## config.mk

```make
export PLATFORM = sky130hd
export DESIGN_NAME = ghbs_front
export DESIGN_NICKNAME = d
export VERILOG_FILES = /design/src/hw/rtl/ghbs_pkg.sv /design/src/hw/rtl/ghbs_front.sv
export SDC_FILE = /design/constraint.sdc
export NUM_CORES = 1
export LEC_CHECK = 0
export BUFFER_PORTS_ARGS = -buffer_cell sky130_fd_sc_hd__buf_4
export CAP_MARGIN = 20
export CORE_ASPECT_RATIO = 0.7
export CORE_MARGIN = 4
export CORE_UTILIZATION = 25
export CTS_CLUSTER_DIAMETER = 100
export DETAILED_ROUTE_END_ITERATION = 16
export PLACE_DENSITY = 0.52
export SLEW_MARGIN = 20
export SYNTH_ARGS = -nofsm -noshare
export SYNTH_HDL_FRONTEND = slang
export SYNTH_SLANG_ARGS = --single-unit
```

## constraint.sdc

```tcl
create_clock -name clk -period 5.2 [get_ports clk]
set_input_delay 0.52 -clock clk [delete_from_list [all_inputs] [get_ports clk]]
set_output_delay 0.52 -clock clk [all_outputs]
set_load 0.01 [all_outputs]
```

## src/hw/rtl/ghbs_pkg.sv

```systemverilog
// ----------------------------------------------------------------------------
// ghbs_pkg
// Shared types and constants of the heading-grid Bellman sweep block.
// ----------------------------------------------------------------------------
`timescale 1ns / 1ps

package ghbs_pkg;

  localparam logic [2:0] MODE_LOAD_VALUE = 3'd0;
  localparam logic [2:0] MODE_LOAD_PEN   = 3'd1;
  localparam logic [2:0] MODE_LOAD_MOVE  = 3'd2;
  localparam logic [2:0] MODE_SWEEP      = 3'd3;
  localparam logic [2:0] MODE_READ       = 3'd4;

  localparam logic [7:0] PEN_GOAL     = 8'd254;
  localparam logic [7:0] PEN_OBSTACLE = 8'd255;
  localparam int         TURN_STEP    = 3;

  localparam logic       KIND_READ  = 1'b0;
  localparam logic       KIND_SWEEP = 1'b1;

  localparam logic       REG_TILE_WIDTH  = 1'b0;
  localparam logic       REG_TILE_HEIGHT = 1'b1;

  localparam int QDEPTH = 4;
  localparam int QPW    = 2;

  typedef struct packed {
    logic [2:0]  op;
    logic [4:0]  row;
    logic [4:0]  col;
    logic [5:0]  hd;
    logic [1:0]  act;
    logic [15:0] value;
    logic [7:0]  pen;
    logic [7:0]  mv;
    logic        ok;
  } cmd_t;

  typedef struct packed {
    logic        kind;
    logic [15:0] value;
    logic [15:0] max_change;
  } res_t;

endpackage

```

## src/hw/rtl/ghbs_front.sv

```systemverilog
// ----------------------------------------------------------------------------
// ghbs_front
// Accepts transactions, decodes mode and range checks, queues commands.
// ----------------------------------------------------------------------------
`timescale 1ns / 1ps

module ghbs_front import ghbs_pkg::*; #(
  parameter int BUF_HEIGHT = 32,
  parameter int BUF_WIDTH  = 32,
  parameter int HEADINGS   = 60
) (
  input  logic        clk,
  input  logic        rst_n,
  input  logic        in_push,
  output logic        in_full,
  input  logic [2:0]  in_mode,
  input  logic [4:0]  in_row,
  input  logic [4:0]  in_col,
  input  logic [5:0]  in_heading,
  input  logic [1:0]  in_action,
  input  logic [15:0] in_value_in,
  input  logic [7:0]  in_penalty_in,
  input  logic signed [3:0] in_move_dx,
  input  logic signed [3:0] in_move_dy,
  input  logic        deq,
  output logic        head_valid,
  output cmd_t        head
);

  cmd_t             q_r [QDEPTH];
  logic [QPW-1:0]   wp_r, rp_r;
  logic [QPW:0]     cnt_r;
  cmd_t             cmd;
  logic             known;
  logic             enq;
  logic             cell_ok, hd_ok;

  assign cell_ok = (int'(in_row) < BUF_HEIGHT) && (int'(in_col) < BUF_WIDTH);
  assign hd_ok   = int'(in_heading) < HEADINGS;

  always_comb begin
    cmd.op    = in_mode;
    cmd.row   = in_row;
    cmd.col   = in_col;
    cmd.hd    = in_heading;
    cmd.act   = in_action;
    cmd.value = in_value_in;
    cmd.pen   = in_penalty_in;
    cmd.mv    = {in_move_dy, in_move_dx};
    cmd.ok    = 1'b0;
    known     = 1'b1;
    unique case (in_mode)
      MODE_LOAD_VALUE, MODE_READ: cmd.ok = cell_ok && hd_ok;
      MODE_LOAD_PEN:              cmd.ok = cell_ok;
      MODE_LOAD_MOVE:             cmd.ok = hd_ok;
      MODE_SWEEP:                 cmd.ok = 1'b1;
      default:                    known  = 1'b0;
    endcase
  end

  assign in_full    = (cnt_r == (QPW+1)'(QDEPTH));
  assign enq        = in_push && !in_full && known;
  assign head_valid = (cnt_r != '0);
  assign head       = q_r[rp_r];

  always_ff @(posedge clk) begin
    if (enq) begin
      q_r[wp_r] <= cmd;
    end
  end

  always_ff @(posedge clk) begin
    if (!rst_n) begin
      wp_r  <= '0;
      rp_r  <= '0;
      cnt_r <= '0;
    end else begin
      if (enq) wp_r <= wp_r + 1'b1;
      if (deq) rp_r <= rp_r + 1'b1;
      cnt_r <= cnt_r + (QPW+1)'(enq) - (QPW+1)'(deq);
    end
  end

endmodule

```

==> impl_metrics.toml, run 1 <==
[sta]
hold_violations = 0
fmax_mhz = 313
fin_crit_ns = 3.20
tns_ns = 0
slew_headroom_pct = 38.0
fin_crit_sh_pct = 61.4
maxSlewViolCount = 0
worstMarginPinSlew_ns = 0.930
report.final.setup_viol = 0
skew_ns = 0.00853
rsz0062_at_grt = "false"

[status]
run_status = "finished, final reports clean"

[synth]
synthArstFlopShare_pct = 0
synthTopCellsByCount = "edfxtp_1 (216), mux4_2 (50), and2_1 (10), dfxtp_1 (9)"
postSynthAreaPerCell_um2 = 25.1
netlist_area_mm2 = 0.00835
yosys_most_used_dff = "edfxtp_1"
synth_cell_type_count = 23
seq_area_frac_synth_pct = 79.8
synth_top_cell_by_area = "edfxtp_1"
syn_inst = 333
netlist.area_leader.share_pct = 77.6
syn-num-nets = 397
synth_edf_count = 216
synth_most_common_cell = "edfxtp_1"
ys_ff_latch = 225
ys_warn_count = 0
synth_area_leaders = "edfxtp_1 (78%), mux4_2 (13%), dfxtp_1 (2.2%), mux4_1 (1.3%), buf_12 (1.2%)"

[final_layout]
final_nets = 522
post-route-util_pct = 31.8
drive_gt1_share_pct = 42.5
final_cell_area_mm2 = 0.0104
diodes = 0
fillCellCount = 3160
areaGrowthSynthToFinish_pct = 24.0

[detailed_routing]
drc = 0
wirelength_mm = 16.9
final_antenna_net_count = 0
routedWlPerCell_um = 18.7
vias_per_cell = 4.10
first_pass_iters = 4
num_vias = 3699
drt_iter0_drc = 122

[die]
die_area_mm2 = 0.0365
die_w_um = 226
initial_core_util_pct = 25.6
core_mm2 = 0.0326
num_rows = 55
io_pins = 113
die_h_um = 161

[worst_setup_path]
cp.arrival_ns = 2.68
criticalPathCategory = "reg2out"
rr_worst_depth = 10
crit_path_start_kind = "flip-flop"
timing.rr.start = "cnt_r[2]"
endpoint = "head[2]"
timing.rr.end = "cnt_r[2]"
r2r_slack_ns = 2.82
worstPathRequired_ns = 4.68
endpoint_kind = "primary output"
path_max_fanout = 32

[place]
place_congestion = 0.625
portBuffers = 112
dpl_cell_area_mm2 = 0.00960
dpl.hpwl_mm = 9.57

[clock_network]
cts_made_buffers = 24
cts_hold_buf = 0
clk_latency_ns = 0.52
htree_levels = 1
root_buffer = "clkbuf_16"
postCtsSetupRepairBufs = 0
cts_tree = "done"
clock_path_buffers = 3
cts_resized = 0
clock-sinks = 225
clkTransAtPathRegs_ns = 0.06

[pwr]
ir_drop_v = 0.000235
total_power_mw = 4.28
total_leakage_power_nw = 3.41
powerDensity_mw_per_mm2 = 414

[global_routing]
antenna_found_initial = 1
grt_use_total_pct = 9.28
grt_overflow = 0
grt_max_degree = 55
grt_first_pass_wirelength_mm = 26.0
first_global_vias = 4235

[job]
max_cap_viol_count = 0

[worst_hold_path]
hold_path_class = "in2reg"
holdCritStartpoint = "in_penalty_in[7]"
[sequential cells by signal, indices dropped and copies added (netlist names), named ones only]
register	flops
wp_r	2
q_r	216
rp_r	2
cnt_r	3
[critical path, cell delays in order, from the launching register on]
cell	delay, ns
dfxtp_4	0.81
buf_4	0.54
mux4_1	0.62
buf_4	0.16
[cell type report]
class / instances / area (um^2) / area share, %
timing repair buffer: 113 / 848 / 8.19
inverter: 6 / 22.5 / 0.217
multi-input combinational: 88 / 1520 / 14.7
sequential: 225 / 6670 / 64.4
clock buffer: 28 / 637 / 6.15
clock inverter: 15 / 123 / 1.18
tap: 427 / 534 / 5.16
[how the worst min path moves through the flow]
stage               depth (start not counted)  slack [ns]    endpoint
global placement                            2        0.48     wp_r[1]
detailed placement                          2        0.51     wp_r[1]
finish                                      1        0.20  q_r[0][16]
CTS                                         1        0.16  q_r[0][16]
global route                                1        0.17  q_r[0][16]
floorplan                                   2        0.47     wp_r[1]
[stage by stage]
stage / cells / setup WS (ns) / hold slack [ns]
CTS: 902 / 1.84 / 0.163
global route: 902 / 1.74 / 0.165
detailed placement: 859 / 2.35 / 0.508
floorplan: 333 / 2.49 / 0.468
finish: 902 / 2.00 / 0.203
global placement: 859 / 2.42 / 0.479
[routing by layer]
layer	wire length [um]	track usage (%)	share of wire, %	vias to the layer above
met1	7170	11.7	42	1921
met3	1030	3.14	6.1	36
met2	8290	15.6	49	89
met5	13	0	0.077	-
li1	-	-	-	1651
met4	375	2.13	2.2	2
[power breakdown]
part | switching [mW] | internal, mW | leakage [nW]
logic | 0.220 | 0.254 | 1.01
clock network | 0.682 | 0.970 | 0.361
registers | 0.0589 | 2.10 | 2.04
total | 0.960 | 3.32 | 3.41
[layout by cell type, fill, tap and decap left out, types with 2 or more instances in the layout]
cell	n
xor2_1	2
mux4_2	50
bufinv_16	2
mux2i_1	2
dfxtp_1	7
edfxtp_1	216
clkbuf_16	25
clkinv_2	2
inv_1	6
clkbuf_1	3
nand2_1	5
xnor2_1	2
buf_4	113
and2_4	4
dfxtp_4	2
mux4_1	4
clkinvlp_4	3
and2_1	6
ha_1	6
clkinv_1	8
[cell families after synthesis]
kind of cell / Yosys count / synth area share, %
mux: 56 / 15.0
flops: 225 / 79.8
buf+inv: 20 / 2.14
compound gates: 2 / 0.150
xor+xnor: 4 / 0.419
simple gates: 19 / 1.38
fa+ha+maj: 7 / 1.14
Power figures use the tool's default switching activity.
==> inputs of run 2 (changes only) <==
--- a/config.mk
+++ b/config.mk
@@ -5,6 +5,7 @@
 export SDC_FILE = /design/constraint.sdc
 export NUM_CORES = 1
 export LEC_CHECK = 0
+export ABC_AREA = 1
 export BUFFER_PORTS_ARGS = -buffer_cell sky130_fd_sc_hd__buf_4
 export CAP_MARGIN = 20
 export CORE_ASPECT_RATIO = 0.7
==> constraint.sdc (replaced) <==
create_clock -name clk -period 3.1 [get_ports clk]
set_input_delay 0.31 -clock clk [delete_from_list [all_inputs] [get_ports clk]]
set_output_delay 0.31 -clock clk [all_outputs]
set_load 0.01 [all_outputs]
==> run 2 against run 1 <==
Compared with the run above: final cell count increased by 34%; synthesized cell count increased by 77%; global-route usage is 1.9 points higher; via count increased by 43%; area after synthesis is 1.7% higher; utilization is 1.3 points higher; register-to-register slack got worse by 1.8 ns; worst hold slack got worse by 0.099 ns; wire length grew 23%; critical endpoint is now head[39]; largest cell class unchanged.
==> impl_metrics.toml, run 2 <==
[sta]
fmax_mhz = 354
worstMarginPinSlew_ns = 0.841
maxSlewViolCount = 0
skew_ns = 0.0184
slew_headroom_pct = 43.9
rsz0062_at_grt = "false"
fin_crit_sh_pct = 91.1
report.final.setup_viol = 0
setup_ws_ns = 0.277
fin_crit_ns = 2.82
hold_violations = 0

[final_layout]
post-route-util_pct = 33.0
final_nets = 823
drive_gt1_share_pct = 21.0
largest-register = "q_r"
top_regs = "q_r x216, cnt_r x3"
fillCellCount = 3309
final_common_cell = "edfxtp_1"
diodes = 0
largest_reg_flops = 216
final_cell_area_mm2 = 0.0111
areaGrowthSynthToFinish_pct = 30.3
layout_common_cells = "edfxtp_1 (216), buf_4 (124), nor2_1 (113)"

[worst_setup_path]
cp.arrival_ns = 2.51
worstPathRequired_ns = 2.79
endpoint_kind = "primary output"
path_max_fanout = 53
crit_path_start_kind = "flip-flop"
criticalPathCategory = "reg2out"

[synth]
netlist.area_leader.share_pct = 76.4
postSynthAreaPerCell_um2 = 14.4
synth_top_cell_by_area = "edfxtp_1"
synth_edf_count = 216
syn_inst = 589
synthTopCellsByCount = "edfxtp_1 (216), nor2_1 (117), o21ai_0 (92), o22ai_1 (54)"
yosys_most_used_dff = "edfxtp_1"
synthArstFlopShare_pct = 0
synth_most_common_cell = "edfxtp_1"
synth_area_leaders = "edfxtp_1 (76%), o21ai_0 (5.4%), nor2_1 (5.2%), o22ai_1 (4.0%), dfxtp_1 (2.1%)"
ys_warn_count = 0
seq_area_frac_synth_pct = 78.5
synth_cell_type_count = 22
syn-num-nets = 653
ys_ff_latch = 225
netlist_area_mm2 = 0.00849

[clock_network]
root_buffer = "clkbuf_16"
postCtsSetupRepairBufs = 0
clock_path_buffers = 3
clk_latency_ns = 0.54
htree_levels = 1
clock-sinks = 225
clkTransAtPathRegs_ns = 0.06
cts_tree = "done"
cts_made_buffers = 24

[status]
run_status = "finished, final reports clean"

[die]
die_w_um = 228
die_area_mm2 = 0.0370
core_mm2 = 0.0335
io_pins = 113
die_h_um = 162
num_rows = 56
initial_core_util_pct = 25.4

[pwr]
ir_drop_v = 0.000514
powerDensity_mw_per_mm2 = 652
total_leakage_power_nw = 3.86
total_power_mw = 7.22

[job]
max_cap_viol_count = 0

[detailed_routing]
drt_iter0_drc = 327
routedWlPerCell_um = 17.2
wirelength_mm = 20.8
final_antenna_net_count = 0
num_vias = 5277
first_pass_iters = 4
drc = 0
vias_per_cell = 4.37

[global_routing]
grt_max_degree = 109
first_global_vias = 5315
grt_first_pass_wirelength_mm = 32.3
grt_use_total_pct = 11.2
grt_overflow = 0
antenna_found_initial = 0

[place]
dpl.hpwl_mm = 11.5
dpl_cell_area_mm2 = 0.00980
pre_cts_ws_ns = 0.786
place_congestion = 0.678
portBuffers = 112

[worst_hold_path]
hold_path_class = "in2reg"
-- run 2: kinds of logic after synthesis --
kind of cell	count (synthesis)	synth area share (%)
adders and majority gates	7	1.12
DFF	225	78.5
buffers and inverters	55	3.54
and+or+nand+nor	133	6.02
AOI/OAI and AO/OA	169	10.8
-- run 2: path summary, 6_finish.rpt --
path	slack (ns)	start	cells after the start	endpoint
max reg2reg	0.97	cnt_r[1]	10	cnt_r[2]
min reg2reg	0.43	rp_r[1]	1	flip-flop
min	0.10	deq	3	rp_r[0]
max	0.28	flip-flop	4	head[39]
-- run 2: what timing repair did --
action,CTS,global route
hold buffers,54,0
gates resized for setup,0,0
hold endpoints to repair,213,0
-- run 2: per-layer routing --
metal  track usage [%]  up-vias  part of all wire (%)
met1              15.4     2590                    49
met2              17.5      130                    44
met5                 0        -                     0
met3              3.14       33                   5.4
li1                  -     2524                     -
met4              2.81        0                   2.2
-- run 2: stage by stage --
stage	instances	hold slack [ns]	TNS [ns]
final	1208	0.105	0
after global routing	1208	0.107	0
after CTS	1208	0.0812	0
after detailed placement	1114	0.424	0
after global placement	1114	0.431	0
after floorplan	589	0.403	-63.94
-- run 2: area by class of cell --
cell class | instances | area (um^2) | area share [%]
clock buffer | 32 | 631 | 5.70
clock inverter | 8 | 96.3 | 0.870
inverter | 21 | 96.3 | 0.870
multi-input combinational | 309 | 1560 | 14.1
sequential | 225 | 6670 | 60.3
tap | 435 | 544 | 4.92
timing repair buffer | 178 | 1470 | 13.3
-- run 2: power by group --
part           total [mW]  switching (mW)  internal, mW  leakage [nW]
clock                2.71            1.13          1.58         0.351
sequential           3.60          0.0651          3.53          2.04
combinational       0.909           0.538         0.371          1.47
-- run 2: worst max-delay path: stages (launching register included) --
cell and delay [ns]:
dfxtp_4 0.73, buf_4 0.56, o21ai_0 0.18, o22ai_1 0.30
buf_4 0.18
